--- src/rtl/mbe_pkg.sv ---
// Shared types, constants and helpers for the Mandelbrot escape-count block.
`timescale 1ns / 1ps

package mbe_pkg;

    localparam int COORD_W          = 32;
    localparam int STEP_W           = 31;
    localparam int COUNT_W          = 8;
    localparam int CFG_DATA_W       = 32;
    localparam int CFG_INDEX_W      = 2;
    localparam int SAT_IN_W         = 66;
    localparam int QUEUE_DEPTH      = 2;
    localparam int FRAC_BITS_DEF    = 28;
    localparam int INDEX_BITS_DEF   = 12;

    localparam logic signed [COORD_W-1:0] ORIGIN_REAL_RST = -32'sd536870912;
    localparam logic signed [COORD_W-1:0] ORIGIN_IMAG_RST = -32'sd402653184;
    localparam logic [STEP_W-1:0]         STEP_RST        = 31'd1048576;
    localparam logic [COUNT_W-1:0]        MAX_ITER_RST    = 8'd255;

    typedef logic signed [COORD_W-1:0]  coord_t;
    typedef logic signed [SAT_IN_W-1:0] sat_in_t;

    typedef enum logic [CFG_INDEX_W-1:0] {
        CFG_ORIGIN_REAL = 2'd0,
        CFG_ORIGIN_IMAG = 2'd1,
        CFG_STEP        = 2'd2,
        CFG_MAX_ITER    = 2'd3
    } cfg_index_t;

    typedef struct packed {
        coord_t cr;
        coord_t ci;
    } point_t;

    function automatic coord_t sat_coord(input sat_in_t v);
        sat_in_t hi;
        sat_in_t lo;
        hi = sat_in_t'(coord_t'({1'b0, {(COORD_W-1){1'b1}}}));
        lo = sat_in_t'(coord_t'({1'b1, {(COORD_W-1){1'b0}}}));
        if (v > hi)
        begin
            return coord_t'({1'b0, {(COORD_W-1){1'b1}}});
        end
        else if (v < lo)
        begin
            return coord_t'({1'b1, {(COORD_W-1){1'b0}}});
        end
        return v[COORD_W-1:0];
    endfunction

endpackage

--- src/rtl/mbe_front.sv ---
// Front end: accepts pixel indexes and forms the complex point c.
`timescale 1ns / 1ps

module mbe_front #(
    parameter int INDEX_BITS = mbe_pkg::INDEX_BITS_DEF,
    parameter int IN_W       = ((2 * INDEX_BITS + 7) / 8) * 8
) (
    input  logic                              clk,
    input  logic                              rst_n,
    input  logic                              s_tvalid,
    output logic                              s_tready,
    input  logic [IN_W-1:0]                   s_tdata,
    input  mbe_pkg::coord_t                   origin_real,
    input  mbe_pkg::coord_t                   origin_imag,
    input  logic [mbe_pkg::STEP_W-1:0]        step,
    input  logic                              queue_full,
    output logic                              push,
    output mbe_pkg::point_t                   push_point
);

    localparam int PROD_W = mbe_pkg::STEP_W + INDEX_BITS;
    localparam int SUM_W  = PROD_W + 2;

    logic                       valid_reg;
    logic [PROD_W-1:0]          prod_re_reg;
    logic [PROD_W-1:0]          prod_im_reg;
    logic [PROD_W-1:0]          prod_re_next;
    logic [PROD_W-1:0]          prod_im_next;
    logic signed [SUM_W-1:0]    sum_re;
    logic signed [SUM_W-1:0]    sum_im;
    logic                       accept;

    assign push     = valid_reg && !queue_full;
    assign s_tready = !valid_reg || push;
    assign accept   = s_tvalid && s_tready;

    assign prod_re_next = PROD_W'(step) * PROD_W'(s_tdata[INDEX_BITS-1:0]);
    assign prod_im_next = PROD_W'(step) * PROD_W'(s_tdata[2*INDEX_BITS-1:INDEX_BITS]);

    assign sum_re = $signed({{(SUM_W-mbe_pkg::COORD_W){origin_real[mbe_pkg::COORD_W-1]}},
                             origin_real})
                  + $signed({2'b00, prod_re_reg});
    assign sum_im = $signed({{(SUM_W-mbe_pkg::COORD_W){origin_imag[mbe_pkg::COORD_W-1]}},
                             origin_imag})
                  + $signed({2'b00, prod_im_reg});

    assign push_point.cr = mbe_pkg::sat_coord(mbe_pkg::sat_in_t'(sum_re));
    assign push_point.ci = mbe_pkg::sat_coord(mbe_pkg::sat_in_t'(sum_im));

    always_ff @(posedge clk or negedge rst_n)
    begin
        if (!rst_n)
        begin
            valid_reg <= 1'b0;
        end
        else if (accept)
        begin
            valid_reg <= 1'b1;
        end
        else if (push)
        begin
            valid_reg <= 1'b0;
        end
    end

    always_ff @(posedge clk)
    begin
        if (accept)
        begin
            prod_re_reg <= prod_re_next;
            prod_im_reg <= prod_im_next;
        end
    end

endmodule

--- config.mk ---
export PLATFORM = sky130hd
export DESIGN_NAME = mbe_front
export DESIGN_NICKNAME = d
export VERILOG_FILES = /design/src/rtl/mbe_pkg.sv /design/src/rtl/mbe_front.sv
export SDC_FILE = /design/constraint.sdc
export NUM_CORES = 2
export LEC_CHECK = 0
export BUFFER_PORTS_ARGS = -buffer_cell sky130_fd_sc_hd__buf_2
export CAP_MARGIN = 20
export CORE_AREA = 2 2 281 283
export DETAILED_ROUTE_END_ITERATION = 7
export DIE_AREA = 0 0 283 285
export HOLD_SLACK_MARGIN = 0.1
export PLACE_DENSITY = 0.59
export RECOVER_POWER = 100
export SYNTH_ARGS = -nofsm -noshare
export SYNTH_HDL_FRONTEND = slang
export SYNTH_SLANG_ARGS = --single-unit
--- constraint.sdc ---
create_clock -name clk -period 6.25 [get_ports clk]
set_clock_uncertainty 0.2 [all_clocks]
set_input_delay 0.9375 -clock clk [delete_from_list [all_inputs] [get_ports clk]]
set_output_delay 0.9375 -clock clk [all_outputs]
set_load 0.005 [all_outputs]
Word level (Yosys, flattened, before mapping)
Index checks and enable logic that the tools add are counted.
Word-level totals
  register bits after elaboration: 87
  latch bits: 0
  bits in writable memories: 0
  bits in read-only memories: 0
  output and inout bits: 66
  word-level logic and storage cells: 29
  memories kept: 0
Cells by class
  $add $sub $neg: 2
  multiply operators: 2
  div/mod/pow operators: 0
  order comparisons: 4
  eq/ne operators: 0
  shift-type cells: 0
  muxes and demuxes: 12
  bitwise operators: 0
  reduce and logical (&&, ||, !) cells: 6
Operator list (number)
  $mux W32: 6
  $add A32 B44 Y45: 2
  $gt A45 B32 Y1 const B: 2
  $lt A45 B32 Y1 const B: 2
  $mul A31 B12 Y43: 2
  $mux W1: 6
  $logic_and A1 B1 Y1: 2
  $logic_not A1 Y1: 2
  $reduce_bool A2 Y1: 1
  $logic_or A1 B1 Y1: 1

Longest topological paths before layout
  word-level depth: 5
  depth in mapped cells: 25
  gate-level depth less buffers: 24

Worst setup path after synthesis
Ideal clock, no wire load.
  path type: input-to-reg
  start: in s_tdata[15]
  end: reg prod_im_reg[41] (data pin)
  setup time: 258 ps
  arrival time: 6614 ps
  data required time: 5792 ps
  path slack: -821 ps
  cell stages on the path: 21
  path buffers: 1
  cell sequence: clkbuf_1 nand2_1 fa_1 fa_1 fa_1 inv_1 fa_1 inv_1 fa_1 inv_1 ha_1 or2_2 a2111oi_0 a21oi_1 a22oi_1 o21ai_0 a2111o_1 a31o_2 a221o_1 a21oi_1 xnor2_1
On the way
  cells in the longest elaborated chain, start to end: 1
RTL lines
  from (decl): line mbe_front.sv:12  | input logic [IN_W-1:0] s_tdata,
  $mul A31 B12 Y43: line mbe_front.sv:38  | assign prod_im_next = PROD_W'(step) * PROD_W'(s_tdata[2*INDEX_BITS-1:INDEX_BITS]);
  net prod_im_next[41]: line mbe_front.sv:28  | logic [PROD_W-1:0] prod_im_next;
  to (signal assigned): line mbe_front.sv:71  | prod_im_reg <= prod_im_next;
  to (decl): line mbe_front.sv:26  | logic [PROD_W-1:0] prod_im_reg;
The timed path passes the listed nets, and every way through them passes these cells.
A chain may end at the register's enable or synchronous reset.

Final worst setup path
  start: in s_tdata[22]
  end: reg prod_im_reg[41] (data pin)
The elaborated chain is that of the path after synthesis.

==> flow_results.org <==
** Synthesis
- The commonest cells after synthesis are 696 x inv_1, 636 x nand2_1, 582 x fa_1.
- Flop and latch count out of synthesis :: 87
- Synthesis instantiated 89 different standard cells from the library.
- The mapped netlist covers 0.0308 mm^2.
- Among all flip-flop cells after synthesis, the most frequent one is edfxtp_1.
- Most frequent cell after synthesis :: inv_1
- Yosys printed 0 warnings.
- The share of synthesized area in the top cell type comes to 0.378.
- For this run, the register share of the synthesized area comes to 0.0846.
- Ranking of synthesized cells by area :: fa_1 38%, ha_1 10%, inv_1 8.5%, edfxtp_1 8.4%, nand2_1 7.7%
- A synthesized cell averages 8.52 um^2.
- Post-Synthesis Net Count :: 4,571
- After synthesis, the share of flip-flops with an asynchronous set or reset is 0.0115.
- In the synthesized netlist, the number of instances is 3,616.
- Counting flops with a built-in enable in the synthesized netlist gives 86.
- The synthesized design spends more area on one cell type than any other, namely fa_1.

** Cells and area
- The repair_antennas step left the layout with diodes totalling 0.
- The area growth from synthesis to layout is 22.8%.
- Of the cells placed in the final design, the portion with a size suffix greater than 1 is 0.203.
- After filler insertion, the fill cell instance count of the layout stands at 7,566.
- Finished Core Util :: 0.485
- Net count reported at finish :: 5,030

** Timing
- Number of failing setup endpoints in the final timing report :: 8
- Slew at the pin closest to its max-slew limit :: 3.05 ns
- Shortest clock period the worst path allows after layout :: 6.38 ns
- Final-report hold violation count :: 0
- Setup repair after global routing could not meet its margin everywhere.
- Final total negative setup slack :: -0.491 ns
- Worst slew margin :: -1.03
- Final cycle utilization of the critical path :: 1.02
- Setup slack on the critical path of the routed design comes to -0.135 ns.
- Timing would allow up to 157 MHz.
- The count of final max-slew check failures was 45.

** Power and ir drop
- Pwr per Cell Area :: 651 mW/mm^2
- Leakage :: 0.0188 uW
- Worst supply voltage drop on vdd :: 0.635 mV

** Drt
- The detail route stage leaves a number of antenna-violating nets equal to 0.
- For this run, design rule violations remaining after detail routing come to 0.
- Wires add up to 80.3 mm.
- The detailed router placed 25,600 vias in this run.
- Detailed-routing iteration count for the pre-antenna-repair pass :: 5
- After detailed routing, the number of vias per cell comes to 4.98.
- For this block, the initial DRC count from the detailed router was 1,150.
- Routed len/inst :: 15.7 um

** CTS
- Clk Tree Root Cell :: clkbuf_16
- CTS HTree Levels :: 3
- Clock tree from TritonCTS :: done
- The clock reaches the later pin of the worst-skew pair after 0.39 ns.
- In this run, CTS created clock tree buffers numbering 9.
- The clock passes through at most 2 buffers.
- After clock tree synthesis, the clock-pin slew on the worst setup and hold paths is 0.07 ns.
- The clock net in this run drives a total of 87 sinks.

** Global routing
- Largest net degree at the start of global routing :: 45
- Number of antenna violations at the first check in global routing :: 1
- First-pass GRT wire length :: 133 mm
- In the global route stage, overall resource usage came out at 0.201.
- Vias in the first global route :: 26,500
- Final global-route overflow total :: 0

** Worst setup path
- STA classifies the critical path endpoint as a flip-flop.
- The critical path starts at s_tdata[22].
- The worst register-to-register path begins at valid_reg$_DFFE_PN0P_.
- The worst setup path is of the in -> reg kind.
- Data on the critical path arrives at its endpoint at 6.32 ns.
- Largest fanout on the critical path :: 19
- Required time worst endpoint :: 6.19 ns
- STA classifies the critical path startpoint as an input port.

** Hold path
- The path class of the tightest hold or removal check is reg -> reg.
- In this run the most critical hold path is launched from valid_reg$_DFFE_PN0P_.

** Placement
- In this run the tool buffered the top-level ports with 188 buffer cells.
- At the end of routability-driven placement, the weighted congestion stood at 0.868.
- After legalization and detailed placement, the total HPWL measured 64.8 mm.

** Outcome
- Violated checks :: capacitance limit, slew limit, setup timing
- The flow ran to the end, but the final reports show violations.

** Die
- Total Die Area :: 0.0807 mm^2
- Vertical die dimension :: 285 um
- The region available for standard cell placement spans 0.0780 mm^2.
- Initial core utilization :: 0.395
- Horizontal extent of the die :: 283 um
- # IOs :: 189
- The floorplan has 103 rows.

** Run
- Across the run, the number of max-cap violations was 1.
[cell type report]
| type | count | area [um^2] | area share |
|---|---|---|---|
| Sequential cell | 87 | 2610 | 0.0689 |
| Tap cell | 1050 | 1310 | 0.0347 |
| Multi-Input combinational cell | 2665 | 25800 | 0.682 |
| Clock buffer | 10 | 229 | 0.00605 |
| Timing Repair Buffer | 616 | 5200 | 0.138 |
| Inverter | 696 | 2610 | 0.0691 |
| Clock inverter | 4 | 72.6 | 0.00192 |
[worst max-delay path: stages]
cell and delay [ns]:
buf_2 0.11, buf_12 0.14, and2_4 0.15, fa_1 0.57, fa_1 0.45, fa_1 0.54
fa_1 0.56, inv_2 0.04, fa_1 0.50, inv_2 0.05, ha_4 0.21, o21a_1 0.09
o21a_1 0.19, and3_1 0.18, a22oi_2 0.21, o21ai_2 0.12, a2111o_1 0.45, a31o_2 0.26
a221o_1 0.33, a21oi_2 0.13, xnor2_1 0.07
[timing repair]
| action | 4_1_cts | 5_1_grt |
|---|---|---|
| endpoints found under the setup margin | 22 | 56 |
| setup buffers | 28 | 14 |
| pin swaps | 56 | 78 |
| hold endpoints to repair | 1 | 0 |
| cloned | 11 | 5 |
| gates resized for setup | 142 | 160 |
| hold buffers | 1 | 0 |
[metal layers]
| metal | track usage | share of wire |
|---|---|---|
| met2 | 0.352 | 0.50 |
| met5 | 0 | 0.00017 |
| met4 | 0.0387 | 0.014 |
| met3 | 0.0187 | 0.034 |
| met1 | 0.271 | 0.45 |
[through the flow]
step                      std cells  power (uW)  hold slack [ns]  area, um^2  setup WS [ns]
final                          5128       24600            0.306       37800         -0.135
after global routing           5128       27400            0.402       37800         -0.273
after CTS                      5110       23600            0.321       37100         -0.147
after detailed placement       5056       21800            0.301       35700         -0.796
after global placement         5056       21700            0.291       35700         -0.746
after floorplan                3616       15000            0.294       31300         -0.217
[layout by cell type, fill, tap and decap left out, types with 13 or more instances in the layout]
cell and n:
inv_1 674, nand2_1 614, fa_1 555, buf_4 365
ha_1 221, and2_1 204, buf_2 145, a21oi_1 138
edfxtp_1 86, xnor2_1 78, nor2_1 78, a21o_1 74
xor2_1 67, o21ai_0 64, buf_12 41, o21ai_1 39
nand3_1 35, o22ai_1 32, nor3_1 29, fa_2 27
o21a_1 24, nand2b_1 24, a21oi_2 23, ha_4 23
inv_2 22, buf_6 22, and2_4 18, and3_1 18
o21bai_1 18, nand2_2 17, o211ai_1 17, nand4_1 17
nor2b_1 16, clkbuf_16 14, a31oi_1 13
[final timing paths]
| path | end | slack [ns] | depth (start not counted) |
|---|---|---|---|
| worst max register to register | prod_im_reg[40]$_DFFE_PP_ | 1.82 | 3 |
| worst max-delay path | prod_im_reg[41]$_DFFE_PP_ | -0.13 | 21 |
| max in group asynchronous | valid_reg$_DFFE_PN0P_ | 5.12 | 2 |
| min in group asynchronous | valid_reg$_DFFE_PN0P_ | 0.65 | 2 |
| worst min register to register | valid_reg$_DFFE_PN0P_ | 0.31 | 2 |
| worst min-delay path | valid_reg$_DFFE_PN0P_ | 0.31 | 2 |
[cells by family (layout without fill, tap and decap cells)]
kind of cell	after synthesis	in the layout	share of synthesized area
compound gates	544	544	0.113
flops	87	87	0.0846
buf+inv	864	1326	0.107
fa+ha+maj	832	832	0.480
xor+xnor	147	147	0.0420
simple gates	1136	1136	0.171
mux	6	6	0.00195
[power breakdown]
part           total [uW]  switching [uW]  leakage [uW]  internal [uW]
registers            1750             101      0.000832           1650
logic               22300           11100        0.0178          11200
clock network         597             253      0.000144            345
Note: power is estimated with default switching activity, not from simulation.
