--- src/rtl/mbe_pkg.sv ---
// Shared types, constants and helpers for the Mandelbrot escape-count block.
`timescale 1ns / 1ps

package mbe_pkg;

    localparam int COORD_W          = 32;
    localparam int STEP_W           = 31;
    localparam int COUNT_W          = 8;
    localparam int CFG_DATA_W       = 32;
    localparam int CFG_INDEX_W      = 2;
    localparam int SAT_IN_W         = 66;
    localparam int QUEUE_DEPTH      = 2;
    localparam int FRAC_BITS_DEF    = 28;
    localparam int INDEX_BITS_DEF   = 12;

    localparam logic signed [COORD_W-1:0] ORIGIN_REAL_RST = -32'sd536870912;
    localparam logic signed [COORD_W-1:0] ORIGIN_IMAG_RST = -32'sd402653184;
    localparam logic [STEP_W-1:0]         STEP_RST        = 31'd1048576;
    localparam logic [COUNT_W-1:0]        MAX_ITER_RST    = 8'd255;

    typedef logic signed [COORD_W-1:0]  coord_t;
    typedef logic signed [SAT_IN_W-1:0] sat_in_t;

    typedef enum logic [CFG_INDEX_W-1:0] {
        CFG_ORIGIN_REAL = 2'd0,
        CFG_ORIGIN_IMAG = 2'd1,
        CFG_STEP        = 2'd2,
        CFG_MAX_ITER    = 2'd3
    } cfg_index_t;

    typedef struct packed {
        coord_t cr;
        coord_t ci;
    } point_t;

    function automatic coord_t sat_coord(input sat_in_t v);
        sat_in_t hi;
        sat_in_t lo;
        hi = sat_in_t'(coord_t'({1'b0, {(COORD_W-1){1'b1}}}));
        lo = sat_in_t'(coord_t'({1'b1, {(COORD_W-1){1'b0}}}));
        if (v > hi)
        begin
            return coord_t'({1'b0, {(COORD_W-1){1'b1}}});
        end
        else if (v < lo)
        begin
            return coord_t'({1'b1, {(COORD_W-1){1'b0}}});
        end
        return v[COORD_W-1:0];
    endfunction

endpackage

--- src/rtl/mbe_queue.sv ---
// Short queue of complex points between the front end and the iteration engine.
`timescale 1ns / 1ps

module mbe_queue (
    input  logic            clk,
    input  logic            rst_n,
    input  logic            push,
    input  mbe_pkg::point_t push_point,
    output logic            full,
    input  logic            pop,
    output mbe_pkg::point_t pop_point,
    output logic            empty
);

    localparam int DEPTH = mbe_pkg::QUEUE_DEPTH;
    localparam int PTR_W = (DEPTH > 1) ? $clog2(DEPTH) : 1;
    localparam int CNT_W = $clog2(DEPTH + 1);

    mbe_pkg::point_t    slot_reg [DEPTH];
    logic [PTR_W-1:0]   wr_ptr_reg;
    logic [PTR_W-1:0]   rd_ptr_reg;
    logic [CNT_W-1:0]   count_reg;
    logic [PTR_W-1:0]   wr_ptr_next;
    logic [PTR_W-1:0]   rd_ptr_next;

    assign full      = (count_reg == CNT_W'(DEPTH));
    assign empty     = (count_reg == '0);
    assign pop_point = slot_reg[rd_ptr_reg];

    assign wr_ptr_next = (wr_ptr_reg == PTR_W'(DEPTH - 1)) ? '0 : wr_ptr_reg + 1'b1;
    assign rd_ptr_next = (rd_ptr_reg == PTR_W'(DEPTH - 1)) ? '0 : rd_ptr_reg + 1'b1;

    always_ff @(posedge clk or negedge rst_n)
    begin
        if (!rst_n)
        begin
            wr_ptr_reg <= '0;
            rd_ptr_reg <= '0;
            count_reg  <= '0;
        end
        else
        begin
            if (push)
            begin
                wr_ptr_reg <= wr_ptr_next;
            end
            if (pop)
            begin
                rd_ptr_reg <= rd_ptr_next;
            end
            if (push && !pop)
            begin
                count_reg <= count_reg + 1'b1;
            end
            else if (pop && !push)
            begin
                count_reg <= count_reg - 1'b1;
            end
        end
    end

    always_ff @(posedge clk)
    begin
        if (push)
        begin
            slot_reg[wr_ptr_reg] <= push_point;
        end
    end

endmodule

--- config.mk ---
export PLATFORM = sky130hd
export DESIGN_NAME = mbe_queue
export DESIGN_NICKNAME = d
export VERILOG_FILES = /design/src/rtl/mbe_pkg.sv /design/src/rtl/mbe_queue.sv
export SDC_FILE = /design/constraint.sdc
export NUM_CORES = 1
export LEC_CHECK = 0
export BUFFER_PORTS_ARGS = -buffer_cell sky130_fd_sc_hd__buf_2
export CORE_ASPECT_RATIO = 0.7
export CORE_MARGIN = 2
export CORE_UTILIZATION = 56
export CTS_BUF_LIST = sky130_fd_sc_hd__clkbuf_4 sky130_fd_sc_hd__clkbuf_8 sky130_fd_sc_hd__clkbuf_16
export CTS_CLUSTER_SIZE = 30
export DETAILED_ROUTE_END_ITERATION = 6
export GPL_ROUTABILITY_DRIVEN = 0
export GPL_TIMING_DRIVEN = 1
export HOLD_SLACK_MARGIN = 0.06
export PLACE_DENSITY = 0.88
export SLEW_MARGIN = 25
export SYNTH_ARGS = -nofsm -noshare
export SYNTH_HDL_FRONTEND = slang
export SYNTH_SLANG_ARGS = --single-unit
--- constraint.sdc ---
create_clock -name clk -period 5.9 [get_ports clk]
set_clock_uncertainty 0.05 [all_clocks]
set_input_delay 0.59 -clock clk [delete_from_list [all_inputs] [get_ports clk]]
set_output_delay 0.59 -clock clk [all_outputs]
set_load 0.03 [all_outputs]
## Word level (Yosys, flattened, before mapping)

Memories as Yosys holds them, arrays and structs flattened.
Cells that the tools add are included.

- Bits in registers: 4
- Bits in writable memories: 128
- Input bits: 68
- Output and inout port bits: 66
- Logic and storage cells: 21
- Memories: 1

Memory list:

| name | depth | bits a word | read ports | clocked after Yosys merged registers in | write ports | line | source |
|---|---|---|---|---|---|---|---|
| slot_reg | 2 | 64 | 1 | 0 | 1 | mbe_queue.sv:19 | `mbe_pkg::point_t slot_reg [DEPTH];` |

- Add/subtract/negate cells: 4
- Equality and inequality tests: 1
- Multiplexer cells: 6
- Reductions and logical operators: 6

Operators with widths:

| operator | count |
|---|---|
| 1-bit 2-to-1 mux | 4 |
| 2-bit 2-to-1 mux | 2 |
| 1-bit adder, second input constant | 2 |
| 2-bit by 1-bit adder with 2-bit output, second input constant | 1 |
| 2-bit equality test, second input constant | 1 |
| 1-bit logical AND | 2 |
| 1-bit zero test | 2 |
| 2-bit zero test | 1 |
| 2-bit nonzero test | 1 |
| 2-bit by 1-bit subtractor with 2-bit output, second input constant | 1 |

## Logic depth before layout (Yosys ltp)

Gate-level depths: netlist of run 1.

- Depth in word-level cells: 4
- Depth in mapped cells: 5
- Mapped depth without buffers: 5

## Worst setup path before layout of run 1

No wires, ideal clock.

- Path type: input -> register
- Start: input push
- End: memory slot_reg[0][0] (netlist name), enable pin
- Setup time: 0.494 ns
- Arrival: 3.404 ns
- Required time: 5.356 ns
- Setup slack: 1.952 ns
- Cell stages on the path: 1
- Buffers on the path: 0
- Cells stage by stage: nor2b_1

- Cells in the longest elaborated chain, start to end: 2

RTL lines:

| element | line | source |
|---|---|---|
| from (decl) | mbe_queue.sv:7 | `input logic push,` |
| 1-bit 2-to-1 mux | mbe_queue.sv:64 | `if (push)` |
| 1-bit 2-to-1 mux (not written as such) | mbe_queue.sv:66 | `slot_reg[wr_ptr_reg] <= push_point;` |
| to (decl) | mbe_queue.sv:19 |  |

Every way passes these cells.

==> flow_summary_export.csv, run 1 <==
group,metric,value,unit
floorplanning,die_area,9730,sq um
finish,seq_area,3950,sq um
worst_hold_path,hold_start,"push_point[41]",
clocking,cts.path.max_buffers,2,
worst_setup_path,cp_max_fo,43,
finish,antennaDiodeCount,0,
finish,fill_cells,489,
global_routing,grt-ovfl-total,0,
place,dp_hpwl,5700,microns
place,dp.cells,464,
worst_setup_path,startpoint,"rd_ptr_reg",
global_routing,antenna_found_initial,0,
worst_hold_path,hp-class,"primary input to flop",
clocking,cts_setup_buffers,0,
floorplanning,fp.dieH,83.1,microns
floorplanning,die_x,117,microns
timing,period_share,0.473,
synthesis,synth_warnings,0,
clocking,cts_num_sinks,132,
worst_setup_path,start_kind,"flop",
worst_setup_path,path_class,"flop to output pin",
timing,worst_slew_pin_slew,0.796,ns
worst_setup_path,r2r_start,"wr_ptr_reg",
timing,slew_viol_final,0,
power,p_per_area,558,nW/um^2
timing,min_period,2.79,ns
finish,final_cell_mix,"133 x buf_2, 128 x edfxtp_1, 50 x mux2_4, 17 x clkbuf_16, 14 x mux2_2",
finish,fin_nets,433,
timing,setup_viol,0,
power,leakagePower,2.61,nW
timing,slew_headroom,0.468,
routing,wl_per_cell,17.4,microns
worst_setup_path,end_kind,"output pin",
floorplanning,placeableCoreArea,8580,sq um
clocking,cts_max_level,4,
timing,timing.fmax,359,MHz
timing,fin_ws,3.11,ns
outcome,outcome,"completed",
floorplanning,floorplan.initialDensity,0.584,
place,io_buffers,133,
clocking,cts_tree,"yes",
synthesis,avgSynthCellArea,23.3,sq um
routing,via_per_inst,5.00,
power,ir_drop,516,uV
clocking,path_clk_slew,0.06,ns
routing,drtPass1Iterations,4,
floorplanning,io_pins,134,
synthesis,synth_nets,284,
finish,area_delta_synth_final,28.2,%
global_routing,grt_pass1_vias,2631,
finish,multiInputGateArea,1000,sq um
timing,hold_viol_final,0,
timing,rsz0062_at_grt,"no",
clocking,clk_latency,0.40,ns
worst_setup_path,crit_arrival,2.15,ns
synthesis,synth_cell_types,13,
job,cap_viol_max_count,0,
synthesis,ys_seq_elements,132,
worst_setup_path,critPathRequiredTime,5.26,ns
routing,drt_iter0_markers,108,
clocking,cts-root-buf,"clkbuf_16",
place,placed_cell_area,5800,sq um
routing,antenna_left,0,
routing,drcViolationCount,0,
global_routing,grtUsageTotal,0.184,
synthesis,ys_seq_area_frac,0.787,
global_routing,grt_pass1_wl,12800,microns
timing,holdWs,0.324,ns
finish,post-route-util,0.749,
finish,drive_gt1_frac,0.621,
clocking,postCtsHoldBufs,1,
finish,largest_reg_flops,128,
finish,layout_commonest_cell,"buf_2",
finish,final_cells,497,
floorplanning,rows,28,
place,post-place-ws,3.46,ns
synthesis,syn_area,5010,sq um
synthesis,syn_inst,215,
routing,vias,2483,
clocking,cts-resized-gates,0,
clocking,numCtsBuffers,17,
routing,totalWireLength,8670,microns
power,total_power,3.58,mW
finish,post-route-cell-area,6430,sq um
global_routing,grt_max_degree,44,
timing,tns,0,ns
## final cells by class
cell class,count,area share
clock buffers,17,0.0662
multi-input cells,75,0.156
clock inverters,15,0.0294
flip-flops and latches,132,0.614
repair buffers,137,0.111
well taps,120,0.0234
inverters,1,0.000584
## where the power goes
group          switching, mW  internal (mW)
clock                  0.366          0.702
combinational          0.672          0.465
sequential             0.129           1.25
total                   1.17           2.42
## worst max-delay path, cell delays in order (launching register included)
cell	delay, ns
dfrtp_4	0.92
buf_12	0.29
mux2_4	0.33
buf_2	0.18
## synthesized netlist by cell type
cell type / instances / area [sq um]
and2_1: 1 / 6.26
buf_2: 1 / 5.00
buf_6: 6 / 67.6
dfrtp_1: 4 / 100
edfxtp_1: 128 / 3840
ha_1: 1 / 12.5
inv_1: 1 / 3.75
mux2_2: 14 / 158
mux2_4: 50 / 751
nor2_1: 2 / 7.51
nor2b_1: 2 / 12.5
xnor2_1: 1 / 8.76
xor2_1: 4 / 35.0
## worst paths after layout
check / endpoint / slack, ns / depth (start not counted)
setup / recovery: pop_point[19] / 3.11 / 3
hold / removal: slot_reg[0][41] / 0.32 / 1
setup reg to reg: slot_reg[0][17] / 3.81 / 2
hold reg to reg: count_reg[1] / 0.46 / 1
max in group asynchronous: rd_ptr_reg / 5.20 / 2
min in group asynchronous: wr_ptr_reg / 0.46 / 2
## cells by family (layout without fill, tap and decap cells)
| group | after synthesis | count (layout) | share of synthesized area |
|---|---|---|---|
| DFF | 132 | 132 | 0.787 |
| and+or+nand+nor | 5 | 5 | 0.00524 |
| muxes | 64 | 64 | 0.181 |
| xor gates and xnor gates | 5 | 5 | 0.00874 |
| buffers and inverters | 8 | 170 | 0.0152 |
| adders and majority gates | 1 | 1 | 0.00250 |
## routing by layer
layer	vias to the layer above	share of wire	track usage
met2	107	0.50	0.303
met1	1224	0.41	0.208
met4	0	0.0066	0.0642
met3	6	0.088	0.0927
li1	1146	-	-
met5	-	0	0
No activity file was read; power rests on OpenSTA's default activity.
==> inputs of run 2 (changes only) <==
- CORE_UTILIZATION: 56 -> 47
- PLACE_DENSITY: 0.88 -> 0.79
- clock period: 5.9 -> 2.45 ns (I/O delays scaled with it)
==> flow_summary_export.csv, run 2 (same netlist as run 1, synthesis figures left out) <==
group,metric,value,unit
outcome,outcome,"completed",
place,io_buffers,133,
routing,via_per_inst,4.72,
finish,area_delta_synth_final,41.3,%
floorplanning,fp.dieH,90.4,microns
global_routing,grt-ovfl-total,0,
timing,slew_headroom,0.682,
place,dp_hpwl,5750,microns
floorplanning,die_x,127,microns
floorplanning,io_pins,134,
global_routing,met3_usage,0.0664,
global_routing,antenna_found_initial,0,
timing,timing.fmax,463,MHz
finish,fin_nets,502,
routing,antenna_left,0,
routing,totalWireLength,9870,microns
worst_setup_path,start_kind,"flop",
global_routing,grt_pass1_wl,15200,microns
clocking,cts_tree,"yes",
global_routing,grtUsageMet1,0.203,
routing,drtPass1Iterations,5,
timing,period_share,0.882,
timing,setup_viol,0,
routing,drcViolationCount,0,
clocking,path_clk_slew,0.06,ns
worst_setup_path,critPathRequiredTime,2.15,ns
finish,final_cell_mix,"133 x buf_2, 128 x edfxtp_1, 67 x dlygate4sd3_1, 50 x mux2_4, 17 x clkbuf_16",
routing,drt_iter0_markers,180,
worst_hold_path,hp-class,"primary input to asynchronous set/reset pin",
timing,rsz0062_at_grt,"no",
routing,vias,2727,
worst_setup_path,reg2reg_depth,2,
global_routing,busiest_layer,"met2",
timing,tns,0,ns
worst_setup_path,cp_max_fo,27,
timing,worst_slew_pin_slew,0.478,ns
worst_setup_path,r2r_start,"wr_ptr_reg",
floorplanning,floorplan.initialDensity,0.484,
power,leakagePower,2.89,nW
timing,min_period,2.16,ns
clocking,cts_setup_buffers,0,
floorplanning,die_area,11500,sq um
floorplanning,rows,31,
global_routing,grt_max_degree,36,
power,p_per_area,1210,nW/um^2
clocking,clk_latency,0.40,ns
global_routing,grt_pass1_vias,3043,
finish,largest_reg_flops,128,
global_routing,grtUsageTotal,0.176,
worst_setup_path,end_kind,"output pin",
worst_setup_path,crit_arrival,1.86,ns
worst_setup_path,startpoint,"rd_ptr_reg",
finish,antennaDiodeCount,0,
power,ir_drop,805,uV
timing,slew_viol_final,0,
routing,wl_per_cell,17.1,microns
clocking,cts_num_sinks,132,
clocking,cts-root-buf,"clkbuf_16",
clocking,cts_max_level,4,
global_routing,grt_use_met2,0.300,
power,total_power,8.56,mW
floorplanning,placeableCoreArea,10400,sq um
timing,hold_viol_final,0,
clocking,cts.path.max_buffers,2,
job,cap_viol_max_count,0,
finish,layout_commonest_cell,"buf_2",
worst_setup_path,path_class,"flop to output pin",
finish,drive_gt1_frac,0.534,
clocking,numCtsBuffers,17,
==> run 2: cell count changes in the layout (fill, tap and decap cells not counted) <==
cell / before / now
buf_12: 1 / 2
buf_4: 2 / 4
bufinv_16: 4 / 1
clkbuf_4: 0 / 3
clkbuf_8: 0 / 2
clkinv_1: 1 / 0
clkinv_2: 5 / 6
clkinv_4: 2 / 1
clkinvlp_4: 3 / 2
dlygate4sd3_1: 1 / 67
==> run 2: worst paths after layout <==
kind,endpoint,slack (ns)
max,pop_point[43],0.29
min,rd_ptr_reg,0.13
max reg2reg,slot_reg[1][5],1.01
min reg2reg,count_reg[1],0.44
max in group asynchronous,rd_ptr_reg,2.08
min in group clk,count_reg[1],0.44
==> run 2: layer usage <==
layer / routed length (microns) / up-vias
li1: - / 1291
met4: 59 / 0
met5: 0 / -
met1: 4110 / 1331
met3: 650 / 8
met2: 5050 / 97
==> run 2: area by class of cell <==
type / count / area, sq um
sequential: 132 / 3950
fill: 681 / 3270
timing repair buffer: 206 / 1410
multi-input combinational: 75 / 1000
clock buffer: 22 / 475
tap: 132 / 165
clock inverter: 10 / 83.8
inverter: 1 / 3.75
==> run 2: timing repair <==
item,4_1_cts,5_1_grt
hold buffers,67,0
setup endpoints to repair,0,0
hold endpoints to repair,134,0
resized for setup,0,0
==> run 2: where the power goes <==
group | internal [mW] | switching (mW)
clock | 1.47 | 0.867
sequential | 3.01 | 0.194
combinational | 1.22 | 1.80
total | 5.70 | 2.86
==> run 2: worst max-delay path, cell delays in order (launching register included) <==
cell and delay, ns:
dfrtp_4 0.61, buf_12 0.27, mux2_2 0.37, buf_2 0.18
==> run 2: through the flow <==
step | instances | hold WS (ns) | setup slack [ns] | util | cell area [sq um]
finish | 578 | 0.133 | 0.290 | 0.684 | 7080
global route | 578 | 0.130 | 0.213 | 0.684 | 7080
CTS | 578 | 0.110 | 0.268 | 0.684 | 7080
detailed placement | 479 | 0.00462 | 0.712 | 0.565 | 5850
global placement | 479 | 0.000458 | 0.744 | 0.565 | 5850
floorplan | 215 | -0.101 | 0.0389 | - | 5020
